### config.mk
export PLATFORM = sky130hd
export DESIGN_NAME = eam_scale
export DESIGN_NICKNAME = d
export VERILOG_FILES = /design/src/rtl/eam_pkg.sv /design/src/rtl/eam_scale.sv
export SDC_FILE = /design/constraint.sdc
export NUM_CORES = 2
export LEC_CHECK = 0
export ABC_CLOCK_PERIOD_IN_PS = 22000
export BUFFER_PORTS_ARGS = -buffer_cell sky130_fd_sc_hd__buf_4
export CAP_MARGIN = 15
export CORE_MARGIN = 2
export CORE_UTILIZATION = 38
export DETAILED_ROUTE_END_ITERATION = 8
export GPL_ROUTABILITY_DRIVEN = 0
export PLACE_DENSITY = 0.67
export SYNTH_ARGS = -nofsm -noshare
export SYNTH_HDL_FRONTEND = slang
export SYNTH_SLANG_ARGS = --single-unit
### constraint.sdc
create_clock -name i_clk -period 22 [get_ports i_clk]
set_input_delay 4.4 -clock i_clk [delete_from_list [all_inputs] [get_ports i_clk]]
set_output_delay 4.4 -clock i_clk [all_outputs]
set_load 0.01 [all_outputs]
### src/rtl/eam_pkg.sv
// Shared types, constants and helper functions for the encoder angle mapper.
package eam_pkg;

    // Width of a wrapped intermediate value: product quotient plus headroom.
    localparam int QW = 48;
    localparam int WV = QW + 1;

    localparam int CFG_IDX_W  = 3;
    localparam int CFG_DATA_W = 32;

    // Conversion direction
    typedef enum logic {
        OP_E2R = 1'b0,  // encoder reading to position
        OP_R2E = 1'b1   // position to encoder reading
    } t_op;

    // Configuration register indexes
    typedef enum logic [CFG_IDX_W-1:0] {
        CFG_ROBOT_MAX   = 3'd0,
        CFG_ROBOT_MIN   = 3'd1,
        CFG_ENC_MAX     = 3'd2,
        CFG_ENC_MIN     = 3'd3,
        CFG_CAL_ROBOT   = 3'd4,
        CFG_CAL_ENCODER = 3'd5,
        CFG_SCALE_E2R   = 3'd6,
        CFG_SCALE_R2E   = 3'd7
    } t_cfg_idx;

    // Register reset values, Q16.16
    localparam logic signed [31:0] RST_ROBOT_MAX   = 32'sd11796480;
    localparam logic signed [31:0] RST_ROBOT_MIN   = -32'sd11796480;
    localparam logic signed [31:0] RST_ENC_MAX     = 32'sd327680;
    localparam logic signed [31:0] RST_ENC_MIN     = 32'sd0;
    localparam logic signed [31:0] RST_CAL_ROBOT   = 32'sd0;
    localparam logic signed [31:0] RST_CAL_ENCODER = 32'sd0;
    localparam logic signed [31:0] RST_SCALE_E2R   = 32'sd4718592;
    localparam logic signed [31:0] RST_SCALE_R2E   = 32'sd910;

    typedef struct packed {
        t_op                opcode;
        logic signed [31:0] value_in;
    } t_in_beat;

    typedef struct packed {
        logic signed [31:0] value_out;
        logic               wrap_overflow;
    } t_out_beat;

    typedef struct packed {
        logic signed [31:0] robot_max;
        logic signed [31:0] robot_min;
        logic signed [31:0] enc_max;
        logic signed [31:0] enc_min;
        logic signed [31:0] cal_robot;
        logic signed [31:0] cal_encoder;
        logic signed [31:0] scale_e2r;
        logic signed [31:0] scale_r2e;
    } t_cfg;

    // Ordered bounds of one range and their span
    typedef struct packed {
        logic signed [31:0] hi;
        logic signed [31:0] lo;
        logic        [32:0] span;
    } t_range;

    // Sign-extend a 32-bit value to the wrap width
    function automatic logic signed [WV-1:0] ext32(input logic signed [31:0] x);
        ext32 = {{(WV-32){x[31]}}, x};
    endfunction

    // Sign-extend a product quotient to the wrap width
    function automatic logic signed [WV-1:0] extq(input logic signed [QW-1:0] x);
        extq = {{(WV-QW){x[QW-1]}}, x};
    endfunction

    // Saturate a wide value to signed 32 bits
    function automatic logic signed [31:0] sat32(input logic signed [WV-1:0] v);
        if (&v[WV-1:31] || ~|v[WV-1:31]) begin
            sat32 = v[31:0];
        end else if (v[WV-1]) begin
            sat32 = 32'sh8000_0000;
        end else begin
            sat32 = 32'sh7fff_ffff;
        end
    endfunction

endpackage

### src/rtl/eam_scale.sv
// Scale stages: operand select, product, offset add.
module eam_scale import eam_pkg::*; (
    input  logic                  i_clk,
    input  logic                  i_rst_n,
    input  logic                  i_valid,
    output logic                  o_ready,
    input  logic signed [31:0]    i_off,
    input  logic                  i_ovf,
    input  t_op                   i_op,
    input  logic signed [31:0]    i_x,
    input  t_cfg                  i_cfg,
    output logic                  o_valid,
    input  logic                  i_ready,
    output logic signed [WV-1:0]  o_value,
    output t_op                   o_op,
    output logic                  o_ovf
);

    logic                 r_vld1, r_vld2, r_vld3;
    logic                 rdy1, rdy2, rdy3;
    t_op                  r_op1, r_op2, r_op3;
    logic                 r_ovf1, r_ovf2, r_ovf3;
    logic signed [31:0]   r_off1, r_off2;
    logic signed [31:0]   r_a1, r_b1;
    logic signed [QW-1:0] r_q2;
    logic signed [WV-1:0] r_res3;

    logic signed [31:0]   n_a1;
    logic signed [31:0]   n_b1;
    logic signed [63:0]   prod2;
    logic signed [WV-1:0] n_res3;

    assign rdy3    = !r_vld3 || i_ready;
    assign rdy2    = !r_vld2 || rdy3;
    assign rdy1    = !r_vld1 || rdy2;
    assign o_ready = rdy1;

    // Stage 1: encoder minus offset for E2R, clamped position for R2E
    always_comb begin
        if (i_op == OP_E2R) begin
            n_a1 = sat32(ext32(i_x) - ext32(i_off));
            n_b1 = i_cfg.scale_e2r;
        end else begin
            n_a1 = i_x;
            n_b1 = i_cfg.scale_r2e;
        end
    end

    // Stage 2: Q16.16 product, arithmetic shift floors toward minus infinity
    assign prod2 = r_a1 * r_b1;

    // Stage 3: R2E adds the offset back
    assign n_res3 = (r_op2 == OP_E2R) ? extq(r_q2) : ext32(r_off2) + extq(r_q2);

    always_ff @(posedge i_clk) begin
        if (!i_rst_n) begin
            r_vld1 <= 1'b0;
            r_vld2 <= 1'b0;
            r_vld3 <= 1'b0;
        end else begin
            if (rdy1) r_vld1 <= i_valid;
            if (rdy2) r_vld2 <= r_vld1;
            if (rdy3) r_vld3 <= r_vld2;
        end
    end

    always_ff @(posedge i_clk) begin
        if (rdy1 && i_valid) begin
            r_op1  <= i_op;
            r_ovf1 <= i_ovf;
            r_off1 <= i_off;
            r_a1   <= n_a1;
            r_b1   <= n_b1;
        end
        if (rdy2 && r_vld1) begin
            r_op2  <= r_op1;
            r_ovf2 <= r_ovf1;
            r_off2 <= r_off1;
            r_q2   <= prod2[63:16];
        end
        if (rdy3 && r_vld2) begin
            r_op3  <= r_op2;
            r_ovf3 <= r_ovf2;
            r_res3 <= n_res3;
        end
    end

    assign o_valid = r_vld3;
    assign o_value = r_res3;
    assign o_op    = r_op3;
    assign o_ovf   = r_ovf3;

endmodule
==> flow_summary.ini <==
[run_status]
status = complete, no violations

[placement]
dpl.hpwl_um = 98880
io_buffers = 186
placed_cells = 6450
dpl_worst_slack_ps = 12140

[grt]
grt_overflow = 0
grt_pass1_wl_um = 206800
grt_start_max_net_pins = 57
grt_use_total = 0.2061
grt_pass1_vias = 36570
antenna_found_initial = 17

[sta]
finClkSkew_ps = 41.02
drv_slew = 0
layout_setup_ws_ps = 12140
slew_headroom = 0.2763
setup_violations = 0
hold_slack_ps = 410.4
tns_ps = 0
min_period_over_period = 0.4481
finalCriticalPeriod_ps = 9857
hold_violations = 0
rsz0062_at_grt = no
timing.fmax_mhz = 101.4
tightest_slew_ps = 1084

[floorplanning]
die_h_um = 358.9
start_util = 0.3821
core_area_um2 = 125200
dieArea_um2 = 128800
die_x_um = 358.9
ios = 379
rows = 130

[worst_setup_path]
max_stage_delay_ps = 580
crit_buf_inv = 2
crit_slowest_cell = nor2b_1
cp-start-kind = primary input
cp_common_cell = buf_4
end_kind = output port
crit_chain = buf_4, nor2b_1, nand3_1, buf_4
worstPathArrival_ps = 5460
path_max_fanout = 6
required_ps = 17600
worstSetupPathType = in2out
cpLargestDelayFamily = simple AND/OR/NAND/NOR gates

[clocking]
tritoncts = built
cts.sinks = 234
cts_hold_buf = 0
clockBufferDepth = 3
cts_resized = 0
numCtsBuffers = 28
cts.clk_slew.worst_paths_ps = 70
root_buffer = clkbuf_16
cts_setup_buffers = 0
htreeDepth = 1
clk_latency_ps = 630

[routing]
wl_um = 129800
via_per_inst = 5.194
vias = 33810
first_pass_iters = 5
ant_nets = 0
post-route-drc-count = 0
wire_per_inst_um = 19.94
drtIter0Drc = 2126

[synthesis]
syn_area_um2 = 47850
synth_edf_count = 231
async_reset_ff_frac = 0
netlist_instances = 4754
synth_flop_cell = edfxtp_1
yosysTopAreaCellShare = 0.4531
netlist-cell-type-count = 70
synth-seq-cells = 234
seq_area_frac_synth = 0.1462
synth_warnings = 0
synth.avg_cell_area_um2 = 10.07
synth.area.top_cells = fa_1, edfxtp_1, inv_1, and2_1, ha_1
synth_top_cell_by_area = fa_1
synth_nets = 6423

[layout]
area_growth_pct = 8.882
nets = 6499
layoutNonFillerInstCount = 6509
final_cell_mix = fa_1, inv_1, nand2_1, and2_1, buf_4
drive_above_1_share = 0.08326
final_common_cell = fa_1

[job]
drv_cap = 0

[hold_path]
hp-class = reg2reg
==> per-layer routing <==
layer,part of all wire,global-route usage,up-vias
met5,0.00039,0,-
met4,0.052,0.08902,8
met3,0.072,0.03624,340
li1,-,-,14540
met2,0.49,0.3507,1224
met1,0.39,0.2578,17700
==> sequential cells by signal, summed over array words and instances, names as in the netlist <==
name	cells
o_op	1
o_ovf	1
o_valid	1
o_value	49
r_a1	32
r_b1	32
r_off1	32
r_off2	32
r_op1	1
r_op2	1
r_ovf1	1
r_ovf2	1
r_q2	48
r_vld1	1
r_vld2	1
==> area by class of cell <==
class / instances / area, µm²
fill: 12100 / 73140
multi-input combinational: 3294 / 36280
sequential: 234 / 6997
inverter: 1010 / 3791
tap: 1650 / 2064
timing repair buffer: 262 / 1967
clock buffer: 30 / 708.2
clock inverter: 22 / 280.3
antenna: 7 / 17.52
==> through the flow <==
stage          area [µm²]  utilization
2_1_floorplan       47850            -
5_1_grt             52090       0.4159
6_report            52100       0.4160
4_1_cts             52090       0.4159
3_5_place_dp        51100       0.4080
3_3_place_gp        51100       0.4080
==> final timing paths <==
check	from	to	slack [ps]	cells past startpoint
max	i_ready	o_ready	12140	4
min	r_off1[14]$_DFFE_PP_	r_off2[14]$_DFFE_PP_	410	0
max reg2reg	r_b1[31]$_DFFE_PP_	r_q2[32]$_DFFE_PP_	12920	21
min reg2reg	r_off1[14]$_DFFE_PP_	r_off2[14]$_DFFE_PP_	410	0
==> synth_stat cells, types with 9 or more instances <==
cell	instances
a211oi_1	19
a21o_1	56
a21oi_1	140
a31oi_1	17
and2_1	524
and3_1	9
clkbuf_1	208
edfxtp_1	231
fa_1	1083
ha_1	260
inv_1	1010
mux2_2	66
nand2_1	560
nand2b_1	24
nand3_1	29
nand4_1	16
nor2_1	84
nor2b_1	47
nor3_1	19
o211ai_1	19
o21a_1	14
o21ai_0	61
o21bai_1	14
xnor2_1	81
xor2_1	45
==> kinds of logic after synthesis <==
logic type | count (synthesis) | share of synthesized area
adder cells (fa/ha/maj) | 1343 | 0.5210
AND/OR/NAND/NOR | 1342 | 0.1410
AO/OA/AOI/OAI | 415 | 0.05622
buffers and inverters | 1226 | 0.09638
flip-flops | 234 | 0.1462
multiplexers | 68 | 0.01605
XOR/XNOR | 126 | 0.02306
Power is not shown: default switching activity piles up to over one toggle a cycle in this logic, so the estimate is an artifact.
