===== src/rtl/eam_pkg.sv =====
// Shared types, constants and helper functions for the encoder angle mapper.
package eam_pkg;

    // Width of a wrapped intermediate value: product quotient plus headroom.
    localparam int QW = 48;
    localparam int WV = QW + 1;

    localparam int CFG_IDX_W  = 3;
    localparam int CFG_DATA_W = 32;

    // Conversion direction
    typedef enum logic {
        OP_E2R = 1'b0,  // encoder reading to position
        OP_R2E = 1'b1   // position to encoder reading
    } t_op;

    // Configuration register indexes
    typedef enum logic [CFG_IDX_W-1:0] {
        CFG_ROBOT_MAX   = 3'd0,
        CFG_ROBOT_MIN   = 3'd1,
        CFG_ENC_MAX     = 3'd2,
        CFG_ENC_MIN     = 3'd3,
        CFG_CAL_ROBOT   = 3'd4,
        CFG_CAL_ENCODER = 3'd5,
        CFG_SCALE_E2R   = 3'd6,
        CFG_SCALE_R2E   = 3'd7
    } t_cfg_idx;

    // Register reset values, Q16.16
    localparam logic signed [31:0] RST_ROBOT_MAX   = 32'sd11796480;
    localparam logic signed [31:0] RST_ROBOT_MIN   = -32'sd11796480;
    localparam logic signed [31:0] RST_ENC_MAX     = 32'sd327680;
    localparam logic signed [31:0] RST_ENC_MIN     = 32'sd0;
    localparam logic signed [31:0] RST_CAL_ROBOT   = 32'sd0;
    localparam logic signed [31:0] RST_CAL_ENCODER = 32'sd0;
    localparam logic signed [31:0] RST_SCALE_E2R   = 32'sd4718592;
    localparam logic signed [31:0] RST_SCALE_R2E   = 32'sd910;

    typedef struct packed {
        t_op                opcode;
        logic signed [31:0] value_in;
    } t_in_beat;

    typedef struct packed {
        logic signed [31:0] value_out;
        logic               wrap_overflow;
    } t_out_beat;

    typedef struct packed {
        logic signed [31:0] robot_max;
        logic signed [31:0] robot_min;
        logic signed [31:0] enc_max;
        logic signed [31:0] enc_min;
        logic signed [31:0] cal_robot;
        logic signed [31:0] cal_encoder;
        logic signed [31:0] scale_e2r;
        logic signed [31:0] scale_r2e;
    } t_cfg;

    // Ordered bounds of one range and their span
    typedef struct packed {
        logic signed [31:0] hi;
        logic signed [31:0] lo;
        logic        [32:0] span;
    } t_range;

    // Sign-extend a 32-bit value to the wrap width
    function automatic logic signed [WV-1:0] ext32(input logic signed [31:0] x);
        ext32 = {{(WV-32){x[31]}}, x};
    endfunction

    // Sign-extend a product quotient to the wrap width
    function automatic logic signed [WV-1:0] extq(input logic signed [QW-1:0] x);
        extq = {{(WV-QW){x[QW-1]}}, x};
    endfunction

    // Saturate a wide value to signed 32 bits
    function automatic logic signed [31:0] sat32(input logic signed [WV-1:0] v);
        if (&v[WV-1:31] || ~|v[WV-1:31]) begin
            sat32 = v[31:0];
        end else if (v[WV-1]) begin
            sat32 = 32'sh8000_0000;
        end else begin
            sat32 = 32'sh7fff_ffff;
        end
    endfunction

endpackage


===== src/rtl/eam_front.sv =====
// Front stages: capture, clamp plus offset product, raw offset difference.
module eam_front import eam_pkg::*; (
    input  logic                  i_clk,
    input  logic                  i_rst_n,
    input  logic                  i_valid,
    output logic                  o_ready,
    input  t_in_beat              i_beat,
    input  t_cfg                  i_cfg,
    input  t_range                i_rob,
    input  t_range                i_enc,
    output logic                  o_valid,
    input  logic                  i_ready,
    output logic signed [WV-1:0]  o_off_raw,
    output t_op                   o_op,
    output logic signed [31:0]    o_x
);

    logic                 r_vld1, r_vld2, r_vld3;
    logic                 rdy1, rdy2, rdy3;
    t_op                  r_op1, r_op2, r_op3;
    logic signed [31:0]   r_x1, r_x2, r_x3;
    logic signed [31:0]   r_d1;
    logic signed [QW-1:0] r_q2;
    logic signed [WV-1:0] r_off3;

    logic signed [31:0]   n_d1;
    logic signed [31:0]   n_x2;
    logic signed [63:0]   prod2;
    t_range               rng2;
    logic signed [WV-1:0] n_off3;

    // Stage readiness
    assign rdy3    = !r_vld3 || i_ready;
    assign rdy2    = !r_vld2 || rdy3;
    assign rdy1    = !r_vld1 || rdy2;
    assign o_ready = rdy1;

    // Stage 1: saturated calibration distance from the position minimum
    assign n_d1 = sat32(ext32(i_cfg.cal_robot) - ext32(i_cfg.robot_min));

    // Stage 2: clamp to the source range, offset product
    always_comb begin
        rng2 = (r_op1 == OP_E2R) ? i_enc : i_rob;
        if (r_x1 > rng2.hi) begin
            n_x2 = rng2.hi;
        end else if (r_x1 < rng2.lo) begin
            n_x2 = rng2.lo;
        end else begin
            n_x2 = r_x1;
        end
        prod2 = r_d1 * i_cfg.scale_r2e;
    end

    // Stage 3: raw offset before wrap
    assign n_off3 = ext32(i_cfg.cal_encoder) - extq(r_q2);

    // Valid bits
    always_ff @(posedge i_clk) begin
        if (!i_rst_n) begin
            r_vld1 <= 1'b0;
            r_vld2 <= 1'b0;
            r_vld3 <= 1'b0;
        end else begin
            if (rdy1) r_vld1 <= i_valid;
            if (rdy2) r_vld2 <= r_vld1;
            if (rdy3) r_vld3 <= r_vld2;
        end
    end

    // Payload
    always_ff @(posedge i_clk) begin
        if (rdy1 && i_valid) begin
            r_op1 <= i_beat.opcode;
            r_x1  <= i_beat.value_in;
            r_d1  <= n_d1;
        end
        if (rdy2 && r_vld1) begin
            r_op2 <= r_op1;
            r_x2  <= n_x2;
            r_q2  <= prod2[63:16];
        end
        if (rdy3 && r_vld2) begin
            r_op3  <= r_op2;
            r_x3   <= r_x2;
            r_off3 <= n_off3;
        end
    end

    assign o_valid   = r_vld3;
    assign o_off_raw = r_off3;
    assign o_op      = r_op3;
    assign o_x       = r_x3;

endmodule


===== config.mk =====
export PLATFORM = sky130hd
export DESIGN_NAME = eam_front
export DESIGN_NICKNAME = d
export VERILOG_FILES = /design/src/rtl/eam_pkg.sv /design/src/rtl/eam_front.sv
export SDC_FILE = /design/constraint.sdc
export NUM_CORES = 2
export LEC_CHECK = 0
export BUFFER_PORTS_ARGS = -buffer_cell sky130_fd_sc_hd__buf_4
export CORE_MARGIN = 5
export CORE_UTILIZATION = 30
export CTS_CLUSTER_SIZE = 28
export DETAILED_ROUTE_END_ITERATION = 6
export GPL_ROUTABILITY_DRIVEN = 0
export PLACE_DENSITY = 0.44
export SYNTH_ARGS = -nofsm -noshare
export SYNTH_HDL_FRONTEND = slang
export SYNTH_SLANG_ARGS = --single-unit

===== constraint.sdc =====
create_clock -name i_clk -period 17.1 [get_ports i_clk]
set_clock_uncertainty 0.1 [all_clocks]
set_input_delay 1.71 -clock i_clk [delete_from_list [all_inputs] [get_ports i_clk]]
set_output_delay 1.71 -clock i_clk [all_outputs]
set_load 0.05 [all_outputs]

==> impl_metrics.tcl <==
set metrics [dict create \
    drt_iter0_drc 1923 \
    start_util_pct 30.3 \
    grt_setup_unrepaired "no" \
    fp.dieArea_um2 175000 \
    status "finished, final reports clean" \
    cap_violations 0 \
    die_w_um 418 \
    antenna_found_initial 18 \
    fp.coreArea_um2 165000 \
    synthArstFlopShare_pct 0 \
    layoutNonFillerInstCount 7483 \
    yosysSeqAreaShare_pct 13.8 \
    cts_sinks 231 \
    end_kind "register" \
    ff_latch_area_um2 6910 \
    numCtsBuffers 34 \
    dp_worst_setup_slack_ps 5940 \
    route.antenna.remaining_nets 0 \
    die_h_um 418 \
    final_cell_area_um2 56200 \
    ctsResizeCount 0 \
    cp.required_ps 17300 \
    setup_tns_ps 0 \
    synth_area_leaders "fa_1 43%, edfxtp_1 14%, inv_1 8.4%" \
    grt_pass1_vias 39013 \
    maxSlewViolCount 0 \
    overflow 0 \
    hpwlAfterDp_um 124000 \
    rows 149 \
    dpl.cell_count 7418 \
    syn_to_final_growth_pct 12.3 \
    wl_per_cell_um 21.0 \
    clockBufferDepth 3 \
    synth_top_area_cell "fa_1" \
    fmaxAchievable_ghz 0.0957 \
    ys_warn_count 0 \
    drive_above_1_share_pct 10.6 \
    htree_levels 2 \
    grt_max_degree 63 \
    finalCritPeriodShare_pct 61.1 \
    grt_usage_pct 18.3 \
    routed_via_density 4.60 \
    syn_nets 6920 \
    setup_violations 0 \
    multi_input_area_um2 38100 \
    synth_area_per_cell_um2 9.95 \
    vias 34434 \
    cts-root-buf "clkbuf_16" \
    cp_max_fo 32 \
    portBuffers 376 \
    num_io_pins 571 \
    mappedNetlistArea_um2 50000 \
    cts_tree "built" \
    grt_pass1_wl_um 243000 \
    hold_viol_final 0 \
    clk_latency_ps 600 \
    cts_setup_buffers 0 \
    synth_ff_type "edfxtp_1" \
    period_needed_ps 10450 \
    syn_inst 5027 \
    post-route-drc-count 0 \
    layout_setup_ws_ps 6650 \
    ys_ff_latch 231 \
    dr.pass1.iters 5 \
    yosysTopAreaCellShare_pct 43.3 \
    worstMarginPinSlew_ps 950 \
    synth_cell_types 95 \
    hold_buffers 0 \
    synth_edf_count 228 \
    relSlewSlack_pct 36.6 \
    hold_path_class "reg -> reg" \
    nets 7158 \
    clk_pin_slew_worst_paths_ps 50 \
    start_kind "input port" \
    dpl_cell_area_um2 55100 \
    cp_data_arrival_time_ps 10650 \
    fill_cells 16997 \
    routed_wl_um 157000 \
    critical_path_class "in -> reg" \
]
per-stage QoR:
stage | util [%] | hold slack [ps]
floorplan | - | 300
global placement | 33.3 | 302
detailed placement | 33.3 | 305
CTS | 34.0 | 316
global route | 34.0 | 324
finish | 34.0 | 314
flip-flops by register name, summed over array words and instances (netlist names):
name / flops
o_off_raw: 49
r_q2: 48
r_vld2: 1
r_d1: 32
o_op: 1
r_op1: 1
r_x1: 32
r_x2: 32
r_op2: 1
o_x: 32
o_valid: 1
r_vld1: 1
worst paths after layout:
path | start | endpoint | slack, ps | cells after the start
worst min register to register | r_x2[10] | o_x[10] | 310 | 0
worst max register to register | r_d1[31] | r_q2[47] | 7520 | 25
worst max-delay path | i_cfg[2] | r_q2[47] | 6650 | 25
worst min-delay path | r_x2[10] | o_x[10] | 310 | 0
final cells by class:
cell class	instances	area share, %
multi-input combinational	3448	67.8
sequential	231	12.3
inverter	1121	7.49
timing repair buffer	429	5.73
tap	2189	4.88
clock buffer	41	1.56
clock inverter	21	0.274
antenna	3	0.0134
metal layers:
layer,vias to the layer above,share of wire [%],GRT usage (%)
met2,904,45,29.5
li1,15725,-,-
met5,-,0.066,0
met4,16,2.2,3.90
met3,150,6.7,3.99
met1,17639,46,25.4
cells by family (layout without fill, tap and decap cells):
family	Yosys count	count (layout)	synth area share (%)
other	0	3	0
multiplexers	128	128	2.64
XOR/XNOR	129	129	2.26
buffers and inverters	1348	1612	10.2
flip-flops	231	231	13.8
AO/OA/AOI/OAI	447	447	6.09
AND/OR/NAND/NOR	1327	1327	13.4
adder cells (fa/ha/maj)	1417	1417	51.6
cells in the final DEF, fill, tap and decap left out, types with 34 or more instances in the layout:
master     count
nand2_1      541
a21oi_1      134
nor2_1       103
fa_1        1083
inv_1       1120
a21o_1        78
clkbuf_16     34
xnor2_1       91
and2_1       504
edfxtp_1     228
mux2i_1       95
buf_4        429
o21ai_0       74
ha_1         323
xor2_1        38
critical path, stage by stage:
cell       delay (ps)
buf_4             430
nand2_1           190
inv_1             160
fa_1              460
fa_1              520
fa_1              810
fa_1             1120
inv_1             400
fa_1              580
inv_1              50
fa_1              530
inv_1              50
fa_1              480
inv_1              50
fa_1              450
ha_1              360
and2_1            220
a21o_1            230
a21oi_1           200
o21ai_0           150
a221oi_1          280
nor2_1             60
a2111oi_0         690
o41ai_2           260
xnor2_1           170
synthesized netlist by cell type (4+ instances only):
library cell / n
ha_1: 323
o31a_1: 5
mux2_2: 33
o21ai_0: 74
nand3_1: 30
xor2_1: 38
o21a_1: 28
buf_1: 5
xnor2_1: 91
nor2b_1: 29
nor4_1: 4
fa_1: 1083
a21o_1: 78
o21bai_1: 19
nor2_1: 103
o211ai_2: 4
and3_1: 11
o211ai_1: 6
mux2i_1: 95
clkbuf_1: 204
buf_4: 4
a21oi_1: 134
and2_1: 504
nand2b_1: 21
nor3_1: 19
o31ai_1: 4
a21oi_2: 4
nand2_1: 541
maj3_1: 11
buf_2: 12
o21ai_1: 7
a211oi_1: 6
edfxtp_1: 228
and4_1: 6
a31oi_1: 19
or3_1: 6
nand4_1: 27
or2_2: 7
inv_1: 1120
Power is left out: the tool's default activity adds up to more than one toggle a clock period on the data nets, which glitch-free logic cannot reach.
