--- src/rtl/eam_pkg.sv ---
// Shared types, constants and helper functions for the encoder angle mapper.
package eam_pkg;

    // Width of a wrapped intermediate value: product quotient plus headroom.
    localparam int QW = 48;
    localparam int WV = QW + 1;

    localparam int CFG_IDX_W  = 3;
    localparam int CFG_DATA_W = 32;

    // Conversion direction
    typedef enum logic {
        OP_E2R = 1'b0,  // encoder reading to position
        OP_R2E = 1'b1   // position to encoder reading
    } t_op;

    // Configuration register indexes
    typedef enum logic [CFG_IDX_W-1:0] {
        CFG_ROBOT_MAX   = 3'd0,
        CFG_ROBOT_MIN   = 3'd1,
        CFG_ENC_MAX     = 3'd2,
        CFG_ENC_MIN     = 3'd3,
        CFG_CAL_ROBOT   = 3'd4,
        CFG_CAL_ENCODER = 3'd5,
        CFG_SCALE_E2R   = 3'd6,
        CFG_SCALE_R2E   = 3'd7
    } t_cfg_idx;

    // Register reset values, Q16.16
    localparam logic signed [31:0] RST_ROBOT_MAX   = 32'sd11796480;
    localparam logic signed [31:0] RST_ROBOT_MIN   = -32'sd11796480;
    localparam logic signed [31:0] RST_ENC_MAX     = 32'sd327680;
    localparam logic signed [31:0] RST_ENC_MIN     = 32'sd0;
    localparam logic signed [31:0] RST_CAL_ROBOT   = 32'sd0;
    localparam logic signed [31:0] RST_CAL_ENCODER = 32'sd0;
    localparam logic signed [31:0] RST_SCALE_E2R   = 32'sd4718592;
    localparam logic signed [31:0] RST_SCALE_R2E   = 32'sd910;

    typedef struct packed {
        t_op                opcode;
        logic signed [31:0] value_in;
    } t_in_beat;

    typedef struct packed {
        logic signed [31:0] value_out;
        logic               wrap_overflow;
    } t_out_beat;

    typedef struct packed {
        logic signed [31:0] robot_max;
        logic signed [31:0] robot_min;
        logic signed [31:0] enc_max;
        logic signed [31:0] enc_min;
        logic signed [31:0] cal_robot;
        logic signed [31:0] cal_encoder;
        logic signed [31:0] scale_e2r;
        logic signed [31:0] scale_r2e;
    } t_cfg;

    // Ordered bounds of one range and their span
    typedef struct packed {
        logic signed [31:0] hi;
        logic signed [31:0] lo;
        logic        [32:0] span;
    } t_range;

    // Sign-extend a 32-bit value to the wrap width
    function automatic logic signed [WV-1:0] ext32(input logic signed [31:0] x);
        ext32 = {{(WV-32){x[31]}}, x};
    endfunction

    // Sign-extend a product quotient to the wrap width
    function automatic logic signed [WV-1:0] extq(input logic signed [QW-1:0] x);
        extq = {{(WV-QW){x[QW-1]}}, x};
    endfunction

    // Saturate a wide value to signed 32 bits
    function automatic logic signed [31:0] sat32(input logic signed [WV-1:0] v);
        if (&v[WV-1:31] || ~|v[WV-1:31]) begin
            sat32 = v[31:0];
        end else if (v[WV-1]) begin
            sat32 = 32'sh8000_0000;
        end else begin
            sat32 = 32'sh7fff_ffff;
        end
    endfunction

endpackage

--- src/rtl/eam_wrap.sv ---
// Wrap pipeline: conditional add stages, conditional subtract stages, saturate.
module eam_wrap import eam_pkg::*; #(
    parameter int PASSES = 2,
    parameter int SIDE_W = 33
) (
    input  logic                  i_clk,
    input  logic                  i_rst_n,
    input  logic                  i_valid,
    output logic                  o_ready,
    input  logic signed [WV-1:0]  i_value,
    input  t_op                   i_sel,
    input  logic                  i_ovf,
    input  logic [SIDE_W-1:0]     i_side,
    input  t_range                i_rob,
    input  t_range                i_enc,
    output logic                  o_valid,
    input  logic                  i_ready,
    output logic signed [31:0]    o_value,
    output logic                  o_ovf,
    output logic [SIDE_W-1:0]     o_side
);

    localparam int NST = 2 * PASSES + 1;

    logic [NST-1:0]         r_vld;
    logic signed [WV-1:0]   r_v    [NST];
    t_op                    r_sel  [NST];
    logic [NST-1:0]         r_ovf;
    logic [SIDE_W-1:0]      r_side [NST];
    logic [NST:0]           rdy;

    // Ready chain from the output back to the input
    assign rdy[NST] = i_ready;

    for (genvar k = 0; k < NST; k++) begin : g_stg
        logic                 s_vld;
        logic signed [WV-1:0] s_v;
        t_op                  s_sel;
        logic                 s_ovf;
        logic [SIDE_W-1:0]    s_side;
        t_range               rng;
        logic signed [WV-1:0] hi_w;
        logic signed [WV-1:0] lo_w;
        logic signed [WV-1:0] span_w;
        logic signed [WV-1:0] n_v;
        logic                 n_ovf;

        assign rdy[k] = !r_vld[k] || rdy[k+1];

        if (k == 0) begin : g_head
            assign s_vld  = i_valid;
            assign s_v    = i_value;
            assign s_sel  = i_sel;
            assign s_ovf  = i_ovf;
            assign s_side = i_side;
        end else begin : g_body
            assign s_vld  = r_vld[k-1];
            assign s_v    = r_v[k-1];
            assign s_sel  = r_sel[k-1];
            assign s_ovf  = r_ovf[k-1];
            assign s_side = r_side[k-1];
        end

        // Position wraps into the robot range, encoder into the encoder range
        always_comb begin
            rng    = (s_sel == OP_R2E) ? i_enc : i_rob;
            hi_w   = ext32(rng.hi);
            lo_w   = ext32(rng.lo);
            span_w = {{(WV-33){1'b0}}, rng.span};
            n_v    = s_v;
            n_ovf  = s_ovf;
            if (k < PASSES) begin
                if (s_v < lo_w) begin
                    n_v = s_v + span_w;
                end
            end else if (k < 2 * PASSES) begin
                if (s_v > hi_w) begin
                    n_v = s_v - span_w;
                end
            end else begin
                if (s_v < lo_w) begin
                    n_v   = lo_w;
                    n_ovf = 1'b1;
                end else if (s_v > hi_w) begin
                    n_v   = hi_w;
                    n_ovf = 1'b1;
                end
            end
        end

        always_ff @(posedge i_clk) begin
            if (!i_rst_n) begin
                r_vld[k] <= 1'b0;
            end else if (rdy[k]) begin
                r_vld[k] <= s_vld;
            end
        end

        always_ff @(posedge i_clk) begin
            if (rdy[k] && s_vld) begin
                r_v[k]    <= n_v;
                r_sel[k]  <= s_sel;
                r_ovf[k]  <= n_ovf;
                r_side[k] <= s_side;
            end
        end
    end

    assign o_ready = rdy[0];
    assign o_valid = r_vld[NST-1];
    assign o_value = r_v[NST-1][31:0];
    assign o_ovf   = r_ovf[NST-1];
    assign o_side  = r_side[NST-1];

endmodule

--- config.mk ---
export PLATFORM = sky130hd
export DESIGN_NAME = eam_wrap
export DESIGN_NICKNAME = d
export VERILOG_FILES = /design/src/rtl/eam_pkg.sv /design/src/rtl/eam_wrap.sv
export SDC_FILE = /design/constraint.sdc
export NUM_CORES = 1
export LEC_CHECK = 0
export BUFFER_PORTS_ARGS = -buffer_cell sky130_fd_sc_hd__clkbuf_2
export CAP_MARGIN = 15
export CORE_ASPECT_RATIO = 1.25
export CORE_MARGIN = 2
export CORE_UTILIZATION = 40
export DETAILED_ROUTE_END_ITERATION = 16
export HOLD_SLACK_MARGIN = 0.08
export PLACE_DENSITY = 0.6
export SYNTH_ARGS = -nofsm -noshare
export SYNTH_HDL_FRONTEND = slang
export SYNTH_SLANG_ARGS = --single-unit
--- constraint.sdc ---
create_clock -name i_clk -period 13.65 [get_ports i_clk]
set_input_delay 2.0475 -clock i_clk [delete_from_list [all_inputs] [get_ports i_clk]]
set_output_delay 2.0475 -clock i_clk [all_outputs]
set_load 0.02 [all_outputs]
==> results.yml, run 1 <==
run_status:
  status: "complete, no violations"
placed_design:
  gp_congestion: 0.9454
  hpwl_um: 80230
  port_buffers: 349
  dpl.cell_count: 4377
sta:
  setup_viol: 0
  min_period_ns: 6.329
  drv_slew: 0
  rsz0062_at_grt: "no"
  tns_ns: 0
  slew-limit-headroom_pct: 27.20
  fmax_ghz: 0.1580
  final.period_utilization_pct: 46.37
  worst_pin_slew_ns: 1.082
  skew_ns: 0.01297
  final_hold_viol_count: 0
clock_network:
  numCtsBuffers: 44
  clk_pin_slew_ns: 0.06
  cts_max_path_buffers: 3
  cts_sinks: 407
  clk_latency_ns: 0.61
  ctsResizeCount: 0
  cts_tree: "built"
  postCtsHoldBufs: 0
  cts_setup_buffers: 0
  cts_root_buffer: "clkbuf_16"
  htree_num_levels: 2
setup_path:
  startpoint_type: "input port"
  worstPathMaxFanout: 64
  cp_slowest_cell: "buf_4"
  cp.required_ns: 14.00
  r2r_end: "r_v[0][225]$_DFFE_PP_"
  crit_chain: "buf_4 > buf_4 > mux2i_1 > buf_4 > ha_1 > a21o_1 > a21o_1 > a221oi_1 > nor2_1 > a2111oi_2 > o2111ai_1 > o211ai_4 > buf_4 > o21ai_2 > nor4_1 > xor2_1"
  cp_num_buf_inv: 4
  crit_path_frequent_cell: "buf_4"
  cpPeakStageDelay_ns: 0.71
  path_class: "input port to register"
  r2r-start: "r_sel[0][3]$_DFFE_PP_"
  cp_top_family: "compound AO/OA/AOI/OAI gates"
  rrSetupSlack_ns: 8.47
  cp-end-kind: "register"
  cp.depth: 16
  crit_start: "i_sel"
  arrival_ns: 6.68
  rr_worst_depth: 14
  cp-endpoint: "r_v[0][47]$_DFFE_PP_"
yosys:
  synth_top_area_cell: "edfxtp_1"
  ys_types: 87
  netlist_instances: 3029
  yosysWarnings: 0
  avgSynthCellArea_um2: 10.64
  synthTopCellsByArea: "edfxtp_1 (37%), ha_1 (16%), mux2i_1 (9.9%)"
  ys_seq_elements: 407
  async_flop_share_pct: 0
  synth_flop_cell: "edfxtp_1"
  synth_edf_count: 402
  yosysSeqAreaShare_pct: 37.75
  synthesis.area_um2: 32240
  synth_nets: 3738
  synth_top_area_share_pct: 37.44
drt:
  firstDrtPassIters: 6
  num_vias: 25030
  route.detailed.drc: 0
  viasPerCell: 5.590
  final_antenna_net_count: 0
  wl_per_cell_um: 21.62
  finalWirelength_um: 96820
  drtIter0Drc: 1586
global_route:
  grt_max_degree: 67
  grt_pass1_vias: 24700
  grt_use_total_pct: 22.82
  grtUsageMet2_pct: 38.17
  antenna_found_initial: 24
  overflow: 0
  grt_use_met3_pct: 2.774
  top_usage_layer: "met2"
  grt_pass1_wl_um: 144400
  grtUsageMet1_pct: 29.78
finish:
  drive_gt1_share_pct: 17.44
  final_cells: 4478
  area_growth_pct: 14.51
  fin_util_pct: 46.16
  layout.nets: 4070
min_path:
  worstHoldPathType: "register to register"
pwr:
  clock_power_share_pct: 31.2
  leakage_nw: 16.01
  ir_worst_vdd_mv: 0.09434
  power_density_nw_per_um2: 113.5
  seqPwrFrac_pct: 37.3
  power.internal_mw: 2.823
  p_sw_share_pct: 32.63
  netSwitchingPower_mw: 1.368
  pwr-share-comb_pct: 31.5
floorplanning:
  dieHeight_um: 321.4
  start_util_pct: 40.32
  die_x_um: 257.9
  io_pins: 350
  row_count: 116
  core_um2: 79970
  die_area_um2: 82900
run:
  maxCapViolCount: 0
==> worst min-delay path by stage <==
stage                              from                       end  cells past startpoint
5_1_grt         r_side[0][58]$_DFFE_PP_   r_side[0][91]$_DFFE_PP_                      0
3_5_place_dp    r_side[0][73]$_DFFE_PP_  r_side[0][106]$_DFFE_PP_                      0
3_3_place_gp    r_side[0][12]$_DFFE_PP_   r_side[0][45]$_DFFE_PP_                      0
2_1_floorplan  g_stg[1].n_ovf$_DFFE_PP_  g_stg[2].n_ovf$_DFFE_PP_                      0
6_report         r_side[0][9]$_DFFE_PP_   r_side[0][42]$_DFFE_PP_                      0
4_1_cts         r_side[0][58]$_DFFE_PP_   r_side[0][91]$_DFFE_PP_                      0
==> flip-flops by register name (all words and copies together), names as in the netlist <==
register / cells
r_side: 165
g_stg.n_ovf: 3
r_v: 228
o_valid: 1
g_stg.s_ovf: 1
o_ovf: 1
g_stg.s_vld: 4
r_sel: 4
==> stage by stage <==
step	cell area (um2)	setup slack [ns]	hold WS, ns	total power, mW
finish	36920	7.321	0.4141	4.191
global route	36910	7.096	0.4171	4.425
CTS	36870	7.377	0.4144	4.208
detailed placement	35270	6.738	0.4045	2.890
global placement	35270	6.777	0.4006	2.875
floorplan	32240	4.462	0.4003	2.538
==> cells in the mapped netlist (13+ instances only) <==
master    instances
mux2_2          101
nand2b_1         19
edfxtp_1        402
nand3_1          56
nand2_1         200
ha_1            423
a211oi_1         30
nor2b_1          22
inv_1            81
o21bai_1         13
a21oi_1         258
o31ai_1          15
nor3_1           29
nor2_1          163
mux2i_1         318
xor2_1           89
o21a_1           19
clkbuf_1         48
o211ai_1         27
a31oi_1          27
buf_1            28
a21o_1          124
nor4_1           29
o21ai_0         150
nand4_1          56
xnor2_1          96
and3_1           29
buf_2            15
==> power by group through the flow <==
stage               combinational (mW)  sequential (mW)  clock, mW
floorplan                        0.969             1.57          0
global placement                  1.29             1.59          0
detailed placement                1.30             1.59          0
CTS                               1.31             1.56       1.34
global route                      1.47             1.57       1.38
finish                            1.32             1.56       1.31
==> placed cells by master (no fill, tap or decap), drive strengths merged, types with 89 or more instances in the layout <==
cell type and n:
ha 423, edfxtp 402, clkbuf 396, mux2i 319, a21oi 261, nand2 200
nor2 163, o21ai 160, a21o 124, mux2 101, xnor2 96, xor2 89
==> layer usage <==
layer | part of all wire [%] | up-vias
li1 | - | 12340
met1 | 45 | 11860
met2 | 47 | 676
met3 | 4.8 | 150
met4 | 3.6 | 8
met5 | 0.048 | -
==> kinds of logic after synthesis <==
family	after synthesis	synth area share, %
compound gates	758	15.05
flops	407	37.75
mux	420	13.47
fa+ha+maj	427	16.66
xor+xnor	185	5.026
buf+inv	172	2.061
simple gates	660	9.974
==> layout make-up <==
cell class | instances | area (um2)
Multi-Input combinational cell | 2450 | 19510
Fill cell | 7536 | 43050
Clock buffer | 48 | 1116
Timing Repair Buffer | 377 | 1959
Sequential cell | 407 | 12170
Antenna cell | 21 | 52.55
Clock inverter | 32 | 479.2
Tap cell | 1062 | 1329
Inverter | 81 | 304.0
Note: power is estimated with default switching activity, not from simulation.
==> inputs of run 2 (changes only) <==
clock period = 6 ns   (was 13.65 ns; I/O delays follow)
==> results.yml, run 2 (same netlist as run 1, synthesis figures left out) <==
placed_design:
  dpl.cell_count: 4388
  placed_area_um2: 35430
  hpwl_um: 80290
  gp_congestion: 0.9929
  port_buffers: 349
finish:
  fillers: 7561
  largest_register_ffs: 228
  drive_gt1_share_pct: 17.54
  area_growth_pct: 14.31
  final_cells: 4482
  reg_top3: "r_v: 228 flops, r_side: 165 flops"
  final_cell_mix: "ha_1 (423), edfxtp_1 (402), clkbuf_2 (348)"
  top_register: "r_v"
  fin_area_um2: 36850
  layout.nets: 4079
  layout_commonest_cell: "ha_1"
sta:
  fmax_ghz: 0.2019
  skew_ns: 0.02542
  rsz0062_at_grt: "no"
  min_period_ns: 4.952
  setup_viol: 0
  final.period_utilization_pct: 82.53
  worst_pin_slew_ns: 1.109
  final_hold_viol_count: 0
  hold_ws_ns: 0.4106
  drv_slew: 0
  tns_ns: 0
  slew-limit-headroom_pct: 26.10
clock_network:
  htree_num_levels: 2
  numCtsBuffers: 42
  clk_latency_ns: 0.60
  postCtsHoldBufs: 0
  cts_root_buffer: "clkbuf_16"
  cts_setup_buffers: 0
  clk_pin_slew_ns: 0.07
  cts_sinks: 407
  ctsResizeCount: 0
  cts_tree: "built"
  cts_max_path_buffers: 3
setup_path:
  arrival_ns: 5.25
  r2r-start: "r_sel[0][3]$_DFFE_PP_"
  rrSetupSlack_ns: 1.05
  worstPathMaxFanout: 24
  path_class: "register to register"
  cp.required_ns: 6.30
  cp-end-kind: "register"
  crit_start: "r_sel[0][3]$_DFFE_PP_"
  startpoint_type: "register"
global_route:
  grt_max_degree: 85
  antenna_found_initial: 21
  grt_pass1_vias: 24480
  grt_pass1_wl_um: 144200
  overflow: 0
  grt_use_total_pct: 22.80
floorplanning:
  dieHeight_um: 321.4
  die_area_um2: 82900
  die_x_um: 257.9
  core_um2: 79970
  io_pins: 350
  row_count: 116
  start_util_pct: 40.32
drt:
  firstDrtPassIters: 8
  route.detailed.drc: 0
  finalWirelength_um: 96370
  drtIter0Drc: 1514
  viasPerCell: 5.549
  num_vias: 24870
  wl_per_cell_um: 21.50
  final_antenna_net_count: 0
min_path:
  worstHoldPathType: "register to register"
  worst_hold_startpoint: "r_side[0][40]$_DFFE_PP_"
run_status:
  status: "complete, no violations"
pwr:
  totalPowerFinal_mw: 9.185
  ir_worst_vdd_mv: 0.1885
  power_density_nw_per_um2: 249.2
  leakage_nw: 16.02
run:
  maxCapViolCount: 0
[run 2: final cells by class]
class | count | area, um2 | share of cell area (%)
Inverter | 81 | 304.0 | 0.8250
Antenna cell | 16 | 40.04 | 0.1086
Clock inverter | 28 | 305.3 | 0.8284
Multi-Input combinational cell | 2450 | 19510 | 52.93
Tap cell | 1062 | 1329 | 3.605
Sequential cell | 407 | 12170 | 33.03
Timing Repair Buffer | 388 | 2117 | 5.744
Clock buffer | 50 | 1081 | 2.933
[run 2: path summary, 6_finish.rpt]
| path | to | cells after the start |
|---|---|---|
| max | r_v[0][199]$_DFFE_PP_ | 15 |
| min | r_side[0][73]$_DFFE_PP_ | 0 |
| max reg2reg | r_v[0][199]$_DFFE_PP_ | 15 |
| min reg2reg | r_side[0][73]$_DFFE_PP_ | 0 |
[run 2: worst max-delay path, cell delays in order (launching register included)]
cell and delay, ns:
edfxtp_1 0.61, buf_4 0.39, buf_4 0.24, mux2i_1 0.38
ha_1 0.18, nand4_1 0.17, nor4_1 0.47, a21boi_1 0.32
a2111oi_0 0.12, o31ai_1 0.10, a31oi_1 0.11, o21a_1 0.21
o31ai_4 0.68, buf_12 0.29, mux2i_1 0.21, mux2i_1 0.12
[run 2: per-layer routing]
metal	wire, um	track usage, %	vias up
met1	43530	30.26	11740
met2	45270	38.20	638
met3	4128	2.403	139
met4	3422	8.709	4
met5	24	0	-
li1	-	-	12350
[run 2: where the power goes]
group,switching (mW),internal (mW),total [mW]
registers,0.154,3.40,3.56
clock network,1.17,1.45,2.62
logic,1.74,1.27,3.01
total,3.06,6.13,9.18
[run 2: per-stage QoR]
stage               utilization (%)  setup WS (ns)
finish                        46.08          1.048
global route                  46.08         0.8601
CTS                           46.03          1.034
detailed placement            44.30         0.8526
global placement              44.30         0.9235
floorplan                         -         0.1600
==> inputs of run 3 (changes only) <==
ABC_AREA = 1   (was not set)
PLACE_DENSITY = 0.59   (was 0.6)
clock period = 5.1 ns   (was 6 ns; I/O delays follow)
==> results.yml, run 3 <==
run_status:
  status: "complete, no violations"
finish:
  reg_top3: "r_v: 228 flops, r_side: 165 flops"
  final_cells: 7435
  largest_register_ffs: 228
  drive_gt1_share_pct: 8.711
  top_register: "r_v"
  layout_commonest_cell: "nand2_1"
  area_growth_pct: 13.00
  final_cell_mix: "nand2_1 (1990), inv_1 (687), nand3_1 (500)"
  layout.nets: 6801
setup_path:
  path_class: "register to register"
  cp.required_ns: 5.52
  arrival_ns: 4.64
  startpoint_type: "register"
  cp-end-kind: "register"
  worstPathMaxFanout: 42
global_route:
  antenna_found_initial: 13
  grt_pass1_vias: 38630
  overflow: 0
  grt_use_total_pct: 36.66
  grt_use_met3_pct: 4.613
  top_usage_layer: "met2"
  grt_pass1_wl_um: 265900
  grt_max_degree: 113
  grtUsageMet1_pct: 42.56
  grtUsageMet2_pct: 63.04
drt:
  drtIter0Drc: 3627
  wl_per_cell_um: 25.40
  firstDrtPassIters: 7
  route.detailed.drc: 0
  viasPerCell: 5.473
  num_vias: 40690
  final_antenna_net_count: 0
  finalWirelength_um: 188800
yosys:
  synth_top_area_share_pct: 30.88
  yosysWarnings: 0
  synth_edf_count: 402
  netlist_instances: 5761
  ys_types: 41
  synth_top_area_cell: "edfxtp_1"
  synthTopCellsByCount: "nand2_1 (1990), inv_1 (689), nand3_1 (500), o21ai_0 (462), nor2_1 (435)"
  synthesis.area_um2: 39090
  ys_seq_elements: 407
  synth_nets: 6470
  synth_most_common_cell: "nand2_1"
  avgSynthCellArea_um2: 6.785
  synthTopCellsByArea: "edfxtp_1 (31%), nand2_1 (19%), ha_1 (14%)"
  synth_flop_cell: "edfxtp_1"
  yosysSeqAreaShare_pct: 31.14
  async_flop_share_pct: 0
sta:
  worst_pin_slew_ns: 1.227
  worst_slack_ns: 0.8821
  skew_ns: 0.07032
  min_period_ns: 4.218
  tns_ns: 0
  slew-limit-headroom_pct: 17.33
  rsz0062_at_grt: "no"
  fmax_ghz: 0.2371
  final.period_utilization_pct: 82.70
  setup_viol: 0
  drv_slew: 0
  final_hold_viol_count: 0
pwr:
  p_sw_share_pct: 42.20
  ir_worst_vdd_mv: 0.2906
  leakage_nw: 21.83
  pwr-share-comb_pct: 37.9
  clock_power_share_pct: 28.1
  power_density_nw_per_um2: 301.5
  power.internal_mw: 7.699
  netSwitchingPower_mw: 5.620
  seqPwrFrac_pct: 34.0
clock_network:
  clk_latency_ns: 0.67
  cts_tree: "built"
  clk_pin_slew_ns: 0.07
  cts_max_path_buffers: 3
  numCtsBuffers: 47
  ctsResizeCount: 0
  cts_root_buffer: "clkbuf_16"
  cts_setup_buffers: 0
  postCtsHoldBufs: 0
  cts_sinks: 407
  htree_num_levels: 2
floorplanning:
  start_util_pct: 40.21
  dieHeight_um: 353.5
  row_count: 128
  die_area_um2: 100300
  io_pins: 350
  die_x_um: 283.6
  core_um2: 97210
placed_design:
  gp_congestion: 1.069
  dpl.cell_count: 7342
  place_ws_ns: 0.7664
  port_buffers: 349
  hpwl_um: 161500
run:
  maxCapViolCount: 0
min_path:
  worstHoldPathType: "input port to register"
[run 3: changes by cell type after synthesis, moves of 104 or more]
cell     before   now
a21o_1      124    20
inv_1        81   689
mux2i_1     318     0
nand2_1     200  1990
nand3_1      56   500
nor2_1      163   435
o21ai_0     150   462
[run 3: path summary, 6_finish.rpt]
path	start	endpoint	slack (ns)	depth (start not counted)
max	r_sel[0][0]$_DFFE_PP_	r_v[0][91]$_DFFE_PP_	0.88	16
min	i_side[17]	r_side[0][17]$_DFFE_PP_	0.29	1
max reg2reg	r_sel[0][0]$_DFFE_PP_	r_v[0][91]$_DFFE_PP_	0.88	16
min reg2reg	r_side[0][108]$_DFFE_PP_	r_side[0][141]$_DFFE_PP_	0.40	0
[run 3: through the flow]
| stage | cell area [um2] | hold slack, ns | utilization (%) | power (mW) |
|---|---|---|---|---|
| 2_1_floorplan | 39100 | 0.4003 | - | 7.481 |
| 3_3_place_gp | 42480 | 0.4005 | 43.70 | 9.504 |
| 3_5_place_dp | 42480 | 0.4045 | 43.70 | 9.521 |
| 4_1_cts | 44150 | 0.2554 | 45.42 | 13.27 |
| 5_1_grt | 44170 | 0.2723 | 45.44 | 13.96 |
| 6_report | 44170 | 0.2911 | 45.44 | 13.32 |
[run 3: cell families (layout without fill, tap and decap cells)]
group / count (synthesis) / in the layout / synth area share [%]
fa+ha+maj: 427 / 427 / 13.74
simple gates: 3151 / 3151 / 33.19
flops: 407 / 407 / 31.14
other cells: 0 / 5 / 0
compound gates: 829 / 829 / 11.06
xor+xnor: 108 / 108 / 2.420
buf+inv: 839 / 1208 / 8.447
[run 3: power by group through the flow]
stage / Combinational (mW) / Clock (mW) / Sequential (mW)
floorplan: 3.20 / 0 / 4.28
global placement: 4.91 / 0 / 4.59
detailed placement: 4.93 / 0 / 4.59
CTS: 4.95 / 3.79 / 4.52
global route: 5.53 / 3.91 / 4.52
finish: 5.05 / 3.74 / 4.53
[run 3: metal layers]
layer	share of wire (%)	vias up
met3	5.7	446
met4	8.2	16
met5	0.051	-
met2	48	1478
li1	-	19810
met1	39	18950
[run 3: area by class of cell]
class / count / area (um2)
clock inverters: 33 / 467.9
diodes: 5 / 12.51
repair buffers: 430 / 2445
clock buffers: 54 / 1202
fillers: 10400 / 53040
well taps: 1300 / 1627
inverters: 691 / 2596
multi-input cells: 4515 / 23650
flip-flops and latches: 407 / 12170
[run 3: critical path, stage by stage (launching register included)]
cell and delay, ns:
edfxtp_1 0.70, buf_4 0.49, nand2_1 0.09, o21ai_0 0.09, ha_1 0.37, fa_1 0.38
nand3_1 0.10, nand2_1 0.28, nand2_1 0.08, nand2_1 0.18, inv_1 0.06, o21ai_0 0.61
nand3b_1 0.22, nand4_1 0.14, nand2_1 0.07, nand2_1 0.06, nand2_1 0.04
